<file path="src/hw/rtl/recd_pkg.sv">
package recd_pkg;

  // command codes on the result channel
  typedef enum logic [2:0] {
    CMD_NONE  = 3'd0,
    CMD_ENTER = 3'd1,
    CMD_EXIT  = 3'd2,
    CMD_RIGHT = 3'd3,
    CMD_LEFT  = 3'd4
  } cmd_t;

  // configuration register indexes
  typedef enum logic [1:0] {
    REG_BUTTON_ENABLE    = 2'd0,
    REG_LONG_PRESS_TICKS = 2'd1,
    REG_DEBOUNCE_TICKS   = 2'd2
  } reg_idx_t;

  localparam int unsigned TICK_W  = 16;
  localparam int unsigned SUM_W   = 16;
  localparam int unsigned HOLD_W  = 17;
  localparam int unsigned TDATA_W = 8;

  localparam logic             BUTTON_ENABLE_RST = 1'b1;
  localparam logic [TICK_W-1:0] LONG_PRESS_RST   = 16'd1000;
  localparam logic [TICK_W-1:0] DEBOUNCE_RST     = 16'd100;
  localparam logic [3:0]        QUAD_HIST_RST    = 4'h3;

  localparam logic [SUM_W-1:0] SUM_RIGHT = 16'h0004;
  localparam logic [SUM_W-1:0] SUM_LEFT  = 16'hFFFC;

  // signed step per transition history; 14 marks a bounce and is added as is
  function automatic logic [SUM_W-1:0] step_delta(input logic [3:0] hist);
    logic [SUM_W-1:0] d;
    d = '0;
    case (hist)
      4'd1, 4'd7, 4'd8, 4'd14: d = 16'hFFFF;
      4'd2, 4'd4, 4'd11, 4'd13: d = 16'h0001;
      4'd3, 4'd6, 4'd9, 4'd12: d = 16'd14;
      default: d = '0;
    endcase
    return d;
  endfunction

endpackage

</file>
<file path="src/hw/rtl/rotary_encoder_command_decoder.sv">
// Rotary encoder command decoder. Each input transaction is one tick of pin
// samples (quadrature lines a/b and the active-low push button) and yields
// exactly one result transaction carrying a command (none, enter, exit,
// right, left) and a beep flag. One tick is accepted every clock while the
// result side keeps taking results; a result is offered once its tick has
// moved from the input register to the result register, and the decoder
// state is updated as the tick moves between them.
// Backpressure on the result side stalls the input side once both registers
// are full. Configuration writes on cfg_* take effect on the next clock and
// are meant for idle periods.
module rotary_encoder_command_decoder (
  input  logic                          clk,
  input  logic                          rst_n,
  // input channel
  input  logic                          in_tvalid,
  output logic                          in_tready,
  input  logic [recd_pkg::TDATA_W-1:0]  in_tdata,   // [0] line_a, [1] line_b,
                                                    // [2] button_level, rest zero
  // result channel
  output logic                          out_tvalid,
  input  logic                          out_tready,
  output logic [recd_pkg::TDATA_W-1:0]  out_tdata,  // [2:0] command, [3] beep,
                                                    // rest zero
  // configuration
  input  logic                          cfg_we,
  input  logic [1:0]                    cfg_index,
  input  logic [recd_pkg::TICK_W-1:0]   cfg_wdata
);

  // configuration registers
  logic                        button_enable_r;
  logic [recd_pkg::TICK_W-1:0] long_press_ticks_r;
  logic [recd_pkg::TICK_W-1:0] debounce_ticks_r;

  // input register stage
  logic       in_valid_r;
  logic       line_a_r, line_b_r, button_level_r;

  // result register
  logic                 out_valid_r;
  recd_pkg::cmd_t       out_cmd_r;
  logic                 out_beep_r;

  // decoder state
  logic [3:0]                  quad_hist_r, quad_hist_nxt;
  logic [recd_pkg::SUM_W-1:0]  step_sum_r, step_sum_nxt;
  recd_pkg::cmd_t              last_cmd_r, last_cmd_nxt;
  logic                        holding_r, holding_nxt;
  logic [recd_pkg::HOLD_W-1:0] hold_count_r, hold_count_nxt;
  logic                        deb_pending_r, deb_pending_nxt;
  logic [recd_pkg::TICK_W-1:0] deb_count_r, deb_count_nxt;
  recd_pkg::cmd_t              cmd_nxt;

  // handshake: the result register frees when empty or being taken
  logic out_free;
  logic stage_adv;

  assign out_free  = !out_valid_r || out_tready;
  assign stage_adv = in_valid_r && out_free;
  assign in_tready = !in_valid_r || out_free;

  assign out_tvalid = out_valid_r;
  assign out_tdata  = {4'b0000, out_beep_r, out_cmd_r};

  // configuration writes
  always_ff @(posedge clk) begin
    if (!rst_n) begin
      button_enable_r    <= recd_pkg::BUTTON_ENABLE_RST;
      long_press_ticks_r <= recd_pkg::LONG_PRESS_RST;
      debounce_ticks_r   <= recd_pkg::DEBOUNCE_RST;
    end else if (cfg_we) begin
      unique case (recd_pkg::reg_idx_t'(cfg_index))
        recd_pkg::REG_BUTTON_ENABLE:    button_enable_r    <= cfg_wdata[0];
        recd_pkg::REG_LONG_PRESS_TICKS: long_press_ticks_r <= cfg_wdata;
        recd_pkg::REG_DEBOUNCE_TICKS:   debounce_ticks_r   <= cfg_wdata;
        default: ;  // unmapped index, write is dropped
      endcase
    end
  end

  // input register
  always_ff @(posedge clk) begin
    if (!rst_n) begin
      in_valid_r <= 1'b0;
    end else if (in_tready) begin
      in_valid_r <= in_tvalid;
    end
  end

  always_ff @(posedge clk) begin
    if (in_tvalid && in_tready) begin
      line_a_r       <= in_tdata[0];
      line_b_r       <= in_tdata[1];
      button_level_r <= in_tdata[2];
    end
  end

  // one tick of the decoder
  always_comb begin
    logic                       proceed;
    logic [recd_pkg::SUM_W-1:0] sum_add;
    logic [recd_pkg::HOLD_W-1:0] hold_inc;
    logic [3:0]                 hist;

    quad_hist_nxt   = quad_hist_r;
    step_sum_nxt    = step_sum_r;
    last_cmd_nxt    = last_cmd_r;
    holding_nxt     = holding_r;
    hold_count_nxt  = hold_count_r;
    deb_pending_nxt = deb_pending_r;
    deb_count_nxt   = deb_count_r;
    cmd_nxt         = recd_pkg::CMD_NONE;
    proceed         = 1'b1;
    hold_inc        = hold_count_r + 1'b1;
    hist            = {quad_hist_r[1:0], line_a_r, line_b_r};
    sum_add         = step_sum_r + recd_pkg::step_delta(hist);

    if (holding_r) begin
      // button wins while held, rotation is not sampled
      if (button_level_r) begin
        holding_nxt  = 1'b0;
        cmd_nxt      = recd_pkg::CMD_ENTER;
        last_cmd_nxt = recd_pkg::CMD_ENTER;
      end else begin
        hold_count_nxt = hold_inc;
        if (hold_inc > {1'b0, long_press_ticks_r}) begin
          holding_nxt     = 1'b0;
          deb_pending_nxt = 1'b1;
          deb_count_nxt   = '0;
          cmd_nxt         = recd_pkg::CMD_EXIT;
          last_cmd_nxt    = recd_pkg::CMD_EXIT;
        end
      end
    end else begin
      // post long-press hold-off
      if (button_enable_r && deb_pending_r) begin
        if (deb_count_r < debounce_ticks_r) begin
          deb_count_nxt = deb_count_r + 1'b1;
          proceed       = 1'b0;
        end else begin
          deb_pending_nxt = 1'b0;
          deb_count_nxt   = '0;
        end
      end
      if (proceed) begin
        if (button_enable_r && !button_level_r && last_cmd_r == recd_pkg::CMD_NONE) begin
          holding_nxt    = 1'b1;
          hold_count_nxt = '0;
        end else begin
          quad_hist_nxt = hist;
          if (sum_add[1:0] != 2'b00) begin
            step_sum_nxt = sum_add;
          end else begin
            // any multiple of four clears the sum; only +4 and -4 give a step
            step_sum_nxt = '0;
            if (sum_add == recd_pkg::SUM_RIGHT) begin
              cmd_nxt = recd_pkg::CMD_RIGHT;
            end else if (sum_add == recd_pkg::SUM_LEFT) begin
              cmd_nxt = recd_pkg::CMD_LEFT;
            end
          end
          last_cmd_nxt = cmd_nxt;
        end
      end
    end
  end

  // decoder state, updated once per tick as it moves to the result register
  always_ff @(posedge clk) begin
    if (!rst_n) begin
      quad_hist_r   <= recd_pkg::QUAD_HIST_RST;
      step_sum_r    <= '0;
      last_cmd_r    <= recd_pkg::CMD_NONE;
      holding_r     <= 1'b0;
      hold_count_r  <= '0;
      deb_pending_r <= 1'b0;
      deb_count_r   <= '0;
    end else if (stage_adv) begin
      quad_hist_r   <= quad_hist_nxt;
      step_sum_r    <= step_sum_nxt;
      last_cmd_r    <= last_cmd_nxt;
      holding_r     <= holding_nxt;
      hold_count_r  <= hold_count_nxt;
      deb_pending_r <= deb_pending_nxt;
      deb_count_r   <= deb_count_nxt;
    end
  end

  // result register
  always_ff @(posedge clk) begin
    if (!rst_n) begin
      out_valid_r <= 1'b0;
    end else if (out_free) begin
      out_valid_r <= in_valid_r;
    end
  end

  always_ff @(posedge clk) begin
    if (stage_adv) begin
      out_cmd_r  <= cmd_nxt;
      out_beep_r <= (cmd_nxt == recd_pkg::CMD_ENTER) || (cmd_nxt == recd_pkg::CMD_EXIT);
    end
  end

endmodule

</file>
<file path="config.mk">
export PLATFORM = sky130hd
export DESIGN_NAME = rotary_encoder_command_decoder
export DESIGN_NICKNAME = d
export VERILOG_FILES = /design/src/hw/rtl/recd_pkg.sv /design/src/hw/rtl/rotary_encoder_command_decoder.sv
export SDC_FILE = /design/constraint.sdc
export NUM_CORES = 1
export LEC_CHECK = 0
export BUFFER_PORTS_ARGS = -buffer_cell sky130_fd_sc_hd__buf_2
export CORE_ASPECT_RATIO = 0.6
export CORE_UTILIZATION = 45
export DETAILED_ROUTE_END_ITERATION = 8
export HOLD_SLACK_MARGIN = 0.12
export SLEW_MARGIN = 10
export SYNTH_ARGS = -nofsm -noshare
export SYNTH_HDL_FRONTEND = slang
export SYNTH_SLANG_ARGS = --single-unit
</file>
<file path="constraint.sdc">
create_clock -name clk -period 7.4 [get_ports clk]
set_clock_uncertainty 0.05 [all_clocks]
set_input_delay 2.22 -clock clk [delete_from_list [all_inputs] [get_ports clk]]
set_output_delay 2.22 -clock clk [all_outputs]
set_load 0.1 [all_outputs]
</file>
==> metrics.csv, run 1 <==
stage,metric,value,unit
power,worst vdd ir,98.1,µV
synth,top-area cell type share of the netlist area,0.293,
die,I/O pin count,41,
timing,setup TNS,0,ps
power,Gate power share,0.163,
grt,initial antenna violation count,0,
synth,Ys Warns,0,
drt,1st-iter DRT viols,319,
synth,register area share after synthesis,0.327,
placed_design,post-DP HPWL,11.2,mm
synth,most frequent cells after synthesis,"nand2_1, dfxtp_1, ha_1",
timing,Slew Limit Fails,0,
drt,Pre-antenna DRT Iters,5,
final_layout,antenna cells,0,
die,Die ar.,14300,µm²
final_layout,Final nets,852,
clocking,clk_lat worst skew,350,ps
final_layout,area of the multi-input gates,3870,µm²
synth,ys flop type,dfxtp_1,
drt,vias per cell,5.59,
clocking,clk slew on worst S/H paths,70,ps
timing,setup violators final,0,
clocking,CTS H-tree lvls,3,
power,Clk pwr share,0.403,
clocking,CTS Buffer Depth,2,
clocking,CTS root buffer,clkbuf_16,
drt,# DRC,0,
timing,RSZ-0062 raised after global routing,no,
synth,Synth Instances,753,
clocking,# hold bufs at CTS,0,
timing,fmax,193,MHz
synth,Async SR Flop Fraction,0,
clocking,Clock Sinks,98,
timing,Setup WS post-layout,2220,ps
synth,Syn Std Cell Area,6220,µm²
timing,final hold violation count,0,
power,LEAKAGE,2.73,nW
synth,synthesized area per cell,8.26,µm²
final_layout,layout cells sized above 1,0.0869,
drt,WL final,14.7,mm
synth,most common cell in the synthesized netlist,nand2_1,
die,Vert. Die Dim,93.1,µm
die,Starting Density,0.472,
synth,"EDFF count, synth",7,
drt,routed vias,5258,
power,Internal,0.927,mW
die,Rows,32,
grt,GR Util All Layers,0.217,
placed_design,pre-CTS setup slack,2210,ps
power,total power,1.29,mW
timing,actual slew at the worst max-slew pin,1210,ps
grt,GRT overflow,0,
power,Power Density,189,nW/µm²
timing,Final Critical Period,5180,ps
power,sequential power share,0.435,
die,Die Wd,154,µm
clocking,"Setup Fix Bufs, Post-CTS",0,
timing,Tcrit/Tclk final,0.700,
final_layout,Filler cells,1228,
drt,WL/cell,15.7,µm
synth,Synth Register Bits,98,
placed_design,global placer's final weighted congestion,0.849,
power,P_sw,0.360,mW
synth,distinct cell type count after synthesis,78,
synth,"top cells by area, synth","dfxtp_1, ha_1, nand2_1",
drt,antenna-violating nets left,0,
synth,"area leader, netlist",dfxtp_1,
clocking,CTS tree,built,
final_layout,"Area growth, synth to finish",9.19,%
critical_path,"Max FO, Critical Path",4,
power,switch share,0.280,
critical_path,Crit path arrival time,2910,ps
critical_path,Critical Setup Path Class,input pin to primary output,
critical_path,CP required,5130,ps
outcome,status,completed,
timing,worst hold slack,417,ps
timing,Slew HR,0.191,
critical_path,startpoint types,input pin,
clocking,CTS buffer count,9,
clocking,post-CTS sizing,0,
grt,first-pass GRT wire length,24.5,mm
worst_hold_path,Hold WC Path Type,register to register,
flow_run,number of max-cap violations,0,
final_layout,FF+latch area,2030,µm²
placed_design,Port Buffer Count,31,
grt,largest net degree at the start of global routing,82,
critical_path,nature of the critical path endpoint,primary output,
grt,vias in the first global route,4871,
die,core area,13200,µm²
[cell type report]
type,instances,area share
multi-input cells,577,0.570
flip-flops and latches,98,0.299
clock buffers,10,0.0352
well taps,170,0.0313
repair buffers,34,0.0262
inverters,47,0.0260
clock inverters,5,0.0127
[layer usage]
layer,vias to the layer above,global-route usage,part of all wire
met5,-,0,0
met4,0,0.0508,0.0079
met3,12,0.0449,0.046
met2,109,0.297,0.39
met1,2445,0.338,0.56
li1,2692,-,-
[worst paths after layout]
path                                             from                    end  slack (ps)  cells after the start
worst min-delay path            long_press_ticks_r[2]  long_press_ticks_r[2]         420                      2
worst min register to register  long_press_ticks_r[2]  long_press_ticks_r[2]         420                      2
worst max-delay path                       out_tready              in_tready        2220                      4
worst max register to register        hold_count_r[0]         deb_count_r[3]        2710                     17
[registers in the layout (all words and copies together) (netlist names)]
register / cells
line_b_r: 1
deb_count_r: 16
long_press_ticks_r: 16
last_cmd_r: 3
button_level_r: 1
holding_r: 1
button_enable_r: 1
debounce_ticks_r: 16
line_a_r: 1
in_valid_r: 1
step_sum_r: 16
out_tvalid: 1
out_cmd_r: 3
out_beep_r: 1
quad_hist_r: 2
hold_count_r: 17
deb_pending_r: 1
[worst max-delay path, cell delays in order]
cell     delay [ps]
buf_2           100
nor2b_1         200
nand2_1         100
buf_2           300
[metrics by stage]
step / std cells / utilization / instance area [µm²]
after floorplan: 756 / - / 6230
after global placement: 926 / 0.491 / 6470
after detailed placement: 926 / 0.491 / 6470
after CTS: 941 / 0.516 / 6790
after global routing: 941 / 0.516 / 6790
final: 941 / 0.516 / 6790
[layout by cell type (no fill, tap or decap), types with 4 or more instances in the layout]
cell / count
conb_1: 4
ha_1: 53
nor2b_1: 19
dfxtp_1: 91
a21oi_1: 32
o31ai_1: 5
o211ai_1: 14
nand2b_1: 14
xnor2_1: 24
edfxtp_1: 7
nor2_1: 37
clkbuf_16: 9
or3_1: 4
inv_1: 45
nand2_1: 116
nand4_1: 9
and2_1: 7
buf_2: 31
a21o_1: 9
nor3_1: 23
a21boi_0: 39
a211oi_1: 6
o21ai_0: 29
nor4_1: 4
xor2_1: 12
nand3_1: 35
a32o_1: 7
o311ai_0: 6
[cell families (layout without fill, tap and decap cells)]
family | Yosys count | after routing | synth area share
AND/OR/NAND/NOR | 298 | 298 | 0.237
AO/OA/AOI/OAI | 182 | 182 | 0.215
flip-flops | 98 | 98 | 0.327
buffers and inverters | 81 | 96 | 0.0533
adder cells (fa/ha/maj) | 54 | 54 | 0.110
XOR/XNOR | 36 | 36 | 0.0507
multiplexers | 3 | 3 | 0.00684
other | 1 | 4 | 0.000603
[power groups by stage]
stage / clock network (mW) / logic [mW] / registers, mW
after detailed placement: 0 / 0.207 / 0.572
after global routing: 0.550 / 0.230 / 0.561
after floorplan: 0 / 0.158 / 0.574
final: 0.518 / 0.209 / 0.559
after CTS: 0.530 / 0.207 / 0.559
after global placement: 0 / 0.202 / 0.571
Power figures use the tool's default switching activity.
==> run 2: changes to the inputs <==
==> constraint.sdc (replaced) <==
create_clock -name clk -period 4.15 [get_ports clk]
set_clock_uncertainty 0.05 [all_clocks]
set_input_delay 1.245 -clock clk [delete_from_list [all_inputs] [get_ports clk]]
set_output_delay 1.245 -clock clk [all_outputs]
set_load 0.1 [all_outputs]
==> metrics.csv, run 2 (synthesized netlist as in run 1, its figures left out) <==
stage,metric,value,unit,change
outcome,status,completed,,
critical_path,CP startpoint,line_b_r,,
final_layout,Filler cells,1238,,+0.81%
timing,Tcrit/Tclk final,0.958,,
die,Rows,32,,unchanged
timing,RSZ-0062 raised after global routing,no,,
die,Die ar.,14300,µm²,unchanged
clocking,CTS buffer count,9,,unchanged
power,Power Density,329,nW/µm²,+74%
clocking,clk_lat worst skew,340,ps,about the same
final_layout,most frequent cells in the layout,"nand2_1, dfxtp_1, ha_1, inv_1, a21boi_0",,
timing,fmax,252,MHz,
critical_path,Critical Path End,last_cmd_r[1],,
die,Die Wd,154,µm,unchanged
clocking,CTS H-tree lvls,3,,unchanged
timing,setup violators final,0,,unchanged
timing,final hold violation count,0,,unchanged
critical_path,Crit path arrival time,4180,ps,+1270 ps
timing,Final Critical Period,3980,ps,
final_layout,layout cells sized above 1,0.128,,+0.0406
timing,Setup WS post-layout,175,ps,-2040 ps
critical_path,Critical R2R Launch,line_b_r,,
timing,Slew HR,0.282,,+0.0911
timing,actual slew at the worst max-slew pin,1080,ps,-137 ps
clocking,clk slew on worst S/H paths,70,ps,about the same
drt,# DRC,0,,unchanged
critical_path,CP required,4360,ps,-770 ps
clocking,CTS tree,built,,
worst_hold_path,Hold Startpoint,debounce_ticks_r[9],,
placed_design,global placer's final weighted congestion,0.881,,+3.8%
critical_path,startpoint types,register,,
drt,antenna-violating nets left,0,,unchanged
final_layout,"Area growth, synth to finish",12.8,%,
die,I/O pin count,41,,unchanged
drt,Pre-antenna DRT Iters,4,,-1
critical_path,Critical Setup Path Class,register to register,,
critical_path,R2R depth,12,,-5
die,core area,13200,µm²,unchanged
critical_path,FF-to-FF End,last_cmd_r[1],,
drt,routed vias,5475,,+4.1%
timing,worst hold slack,414,ps,-3.16 ps
final_layout,Final nets,873,,+2.5%
die,Vert. Die Dim,93.1,µm,unchanged
timing,setup TNS,0,ps,unchanged
grt,GRT overflow,0,,unchanged
drt,WL/cell,16.1,µm,+2.7%
grt,vias in the first global route,5085,,+4.4%
flow_run,number of max-cap violations,0,,unchanged
worst_hold_path,Hold WC Path Type,register to register,,
grt,first-pass GRT wire length,25.4,mm,+3.9%
power,LEAKAGE,2.87,nW,+5.2%
critical_path,nature of the critical path endpoint,register,,
grt,largest net degree at the start of global routing,49,,-40%
grt,initial antenna violation count,0,,unchanged
die,Starting Density,0.472,,unchanged
placed_design,pre-CTS setup slack,76.5,ps,-2140 ps
clocking,Clock Sinks,98,,unchanged
drt,vias per cell,5.69,,+1.9%
timing,Slew Limit Fails,0,,unchanged
clocking,CTS root buffer,clkbuf_16,,
final_layout,share of the core filled with cells,0.533,,+0.0171
power,worst vdd ir,199,µV,+100%
clocking,CTS Buffer Depth,2,,unchanged
critical_path,"Max FO, Critical Path",13,,+9
grt,GR Util All Layers,0.224,,+0.00664
final_layout,"Most flops, register",hold_count_r,,
drt,1st-iter DRT viols,438,,+37%
drt,WL final,15.5,mm,+5.0%
final_layout,max reg flops,17,,unchanged
final_layout,"most common cell after layout, fill and taps aside",nand2_1,,
clocking,# hold bufs at CTS,0,,unchanged
placed_design,Port Buffer Count,31,,unchanged
critical_path,flop-to-flop setup slack,170,ps,-2540 ps
final_layout,antenna cells,0,,unchanged
placed_design,post-DP HPWL,11.8,mm,+5.9%
run 2: changes by cell type in the layout (fill, tap and decap cells not counted), moves of 2 or more:
| cell | previous run | this run |
|---|---|---|
| buf_4 | 3 | 23 |
| o311ai_0 | 6 | 2 |
| o311ai_1 | 1 | 5 |
| a21oi_1 | 32 | 29 |
| a21oi_2 | 0 | 3 |
| ha_1 | 53 | 51 |
| ha_2 | 0 | 2 |
| inv_6 | 2 | 0 |
| nor2_1 | 37 | 35 |
| nor2_2 | 0 | 2 |
run 2: final cells by class:
cell class                      instances  area [µm²]  area share
Multi-Input combinational cell        577        3940       0.561
Sequential cell                        98        2030       0.289
Timing Repair Buffer                   55         339      0.0483
Clock buffer                           11         243      0.0346
Tap cell                              170         213      0.0303
Inverter                               47         176      0.0251
Clock inverter                          4        76.3      0.0109
run 2: worst min path at each step:
| stage | endpoint | slack (ps) | cells past startpoint |
|---|---|---|---|
| 6_report | debounce_ticks_r[9] | 410 | 2 |
| 5_1_grt | debounce_ticks_r[7] | 440 | 2 |
| 4_1_cts | debounce_ticks_r[10] | 420 | 2 |
| 3_5_place_dp | debounce_ticks_r[10] | 410 | 2 |
| 3_3_place_gp | debounce_ticks_r[7] | 410 | 2 |
| 2_1_floorplan | debounce_ticks_r[14] | 390 | 2 |
run 2: critical path, stage by stage, from the launching register on:
cell and delay, ps:
edfxtp_1 420, inv_1 100, ha_1 180, mux4_2 660, ha_1 380, nand2_2 70, o31ai_4 360, nor3b_4 340
nor3_1 150, or3_4 420, a2111oi_4 350, nand4_1 180, a21oi_1 220
run 2: metal layers:
| metal | track usage | wire length, µm |
|---|---|---|
| met4 | 0.0375 | 104 |
| met2 | 0.327 | 6250 |
| met5 | 0 | 0 |
| met3 | 0.0394 | 694 |
| met1 | 0.341 | 8420 |
run 2: through the flow:
step	total power, mW	std cells	cell area, µm²
2_1_floorplan	1.31	756	6230
3_3_place_gp	1.40	944	6600
3_5_place_dp	1.41	944	6600
4_1_cts	2.31	959	6920
5_1_grt	2.41	962	7020
6_report	2.31	962	7020
run 2: where the power goes:
group | switching [mW] | internal, mW
Sequential | 0.0187 | 0.979
Clock | 0.363 | 0.543
Combinational | 0.259 | 0.147
Total | 0.640 | 1.67
run 2: what timing repair did:
action,CTS,global route
resized for setup,0,20
endpoints found under the setup margin,0,22
setup buffers,0,3
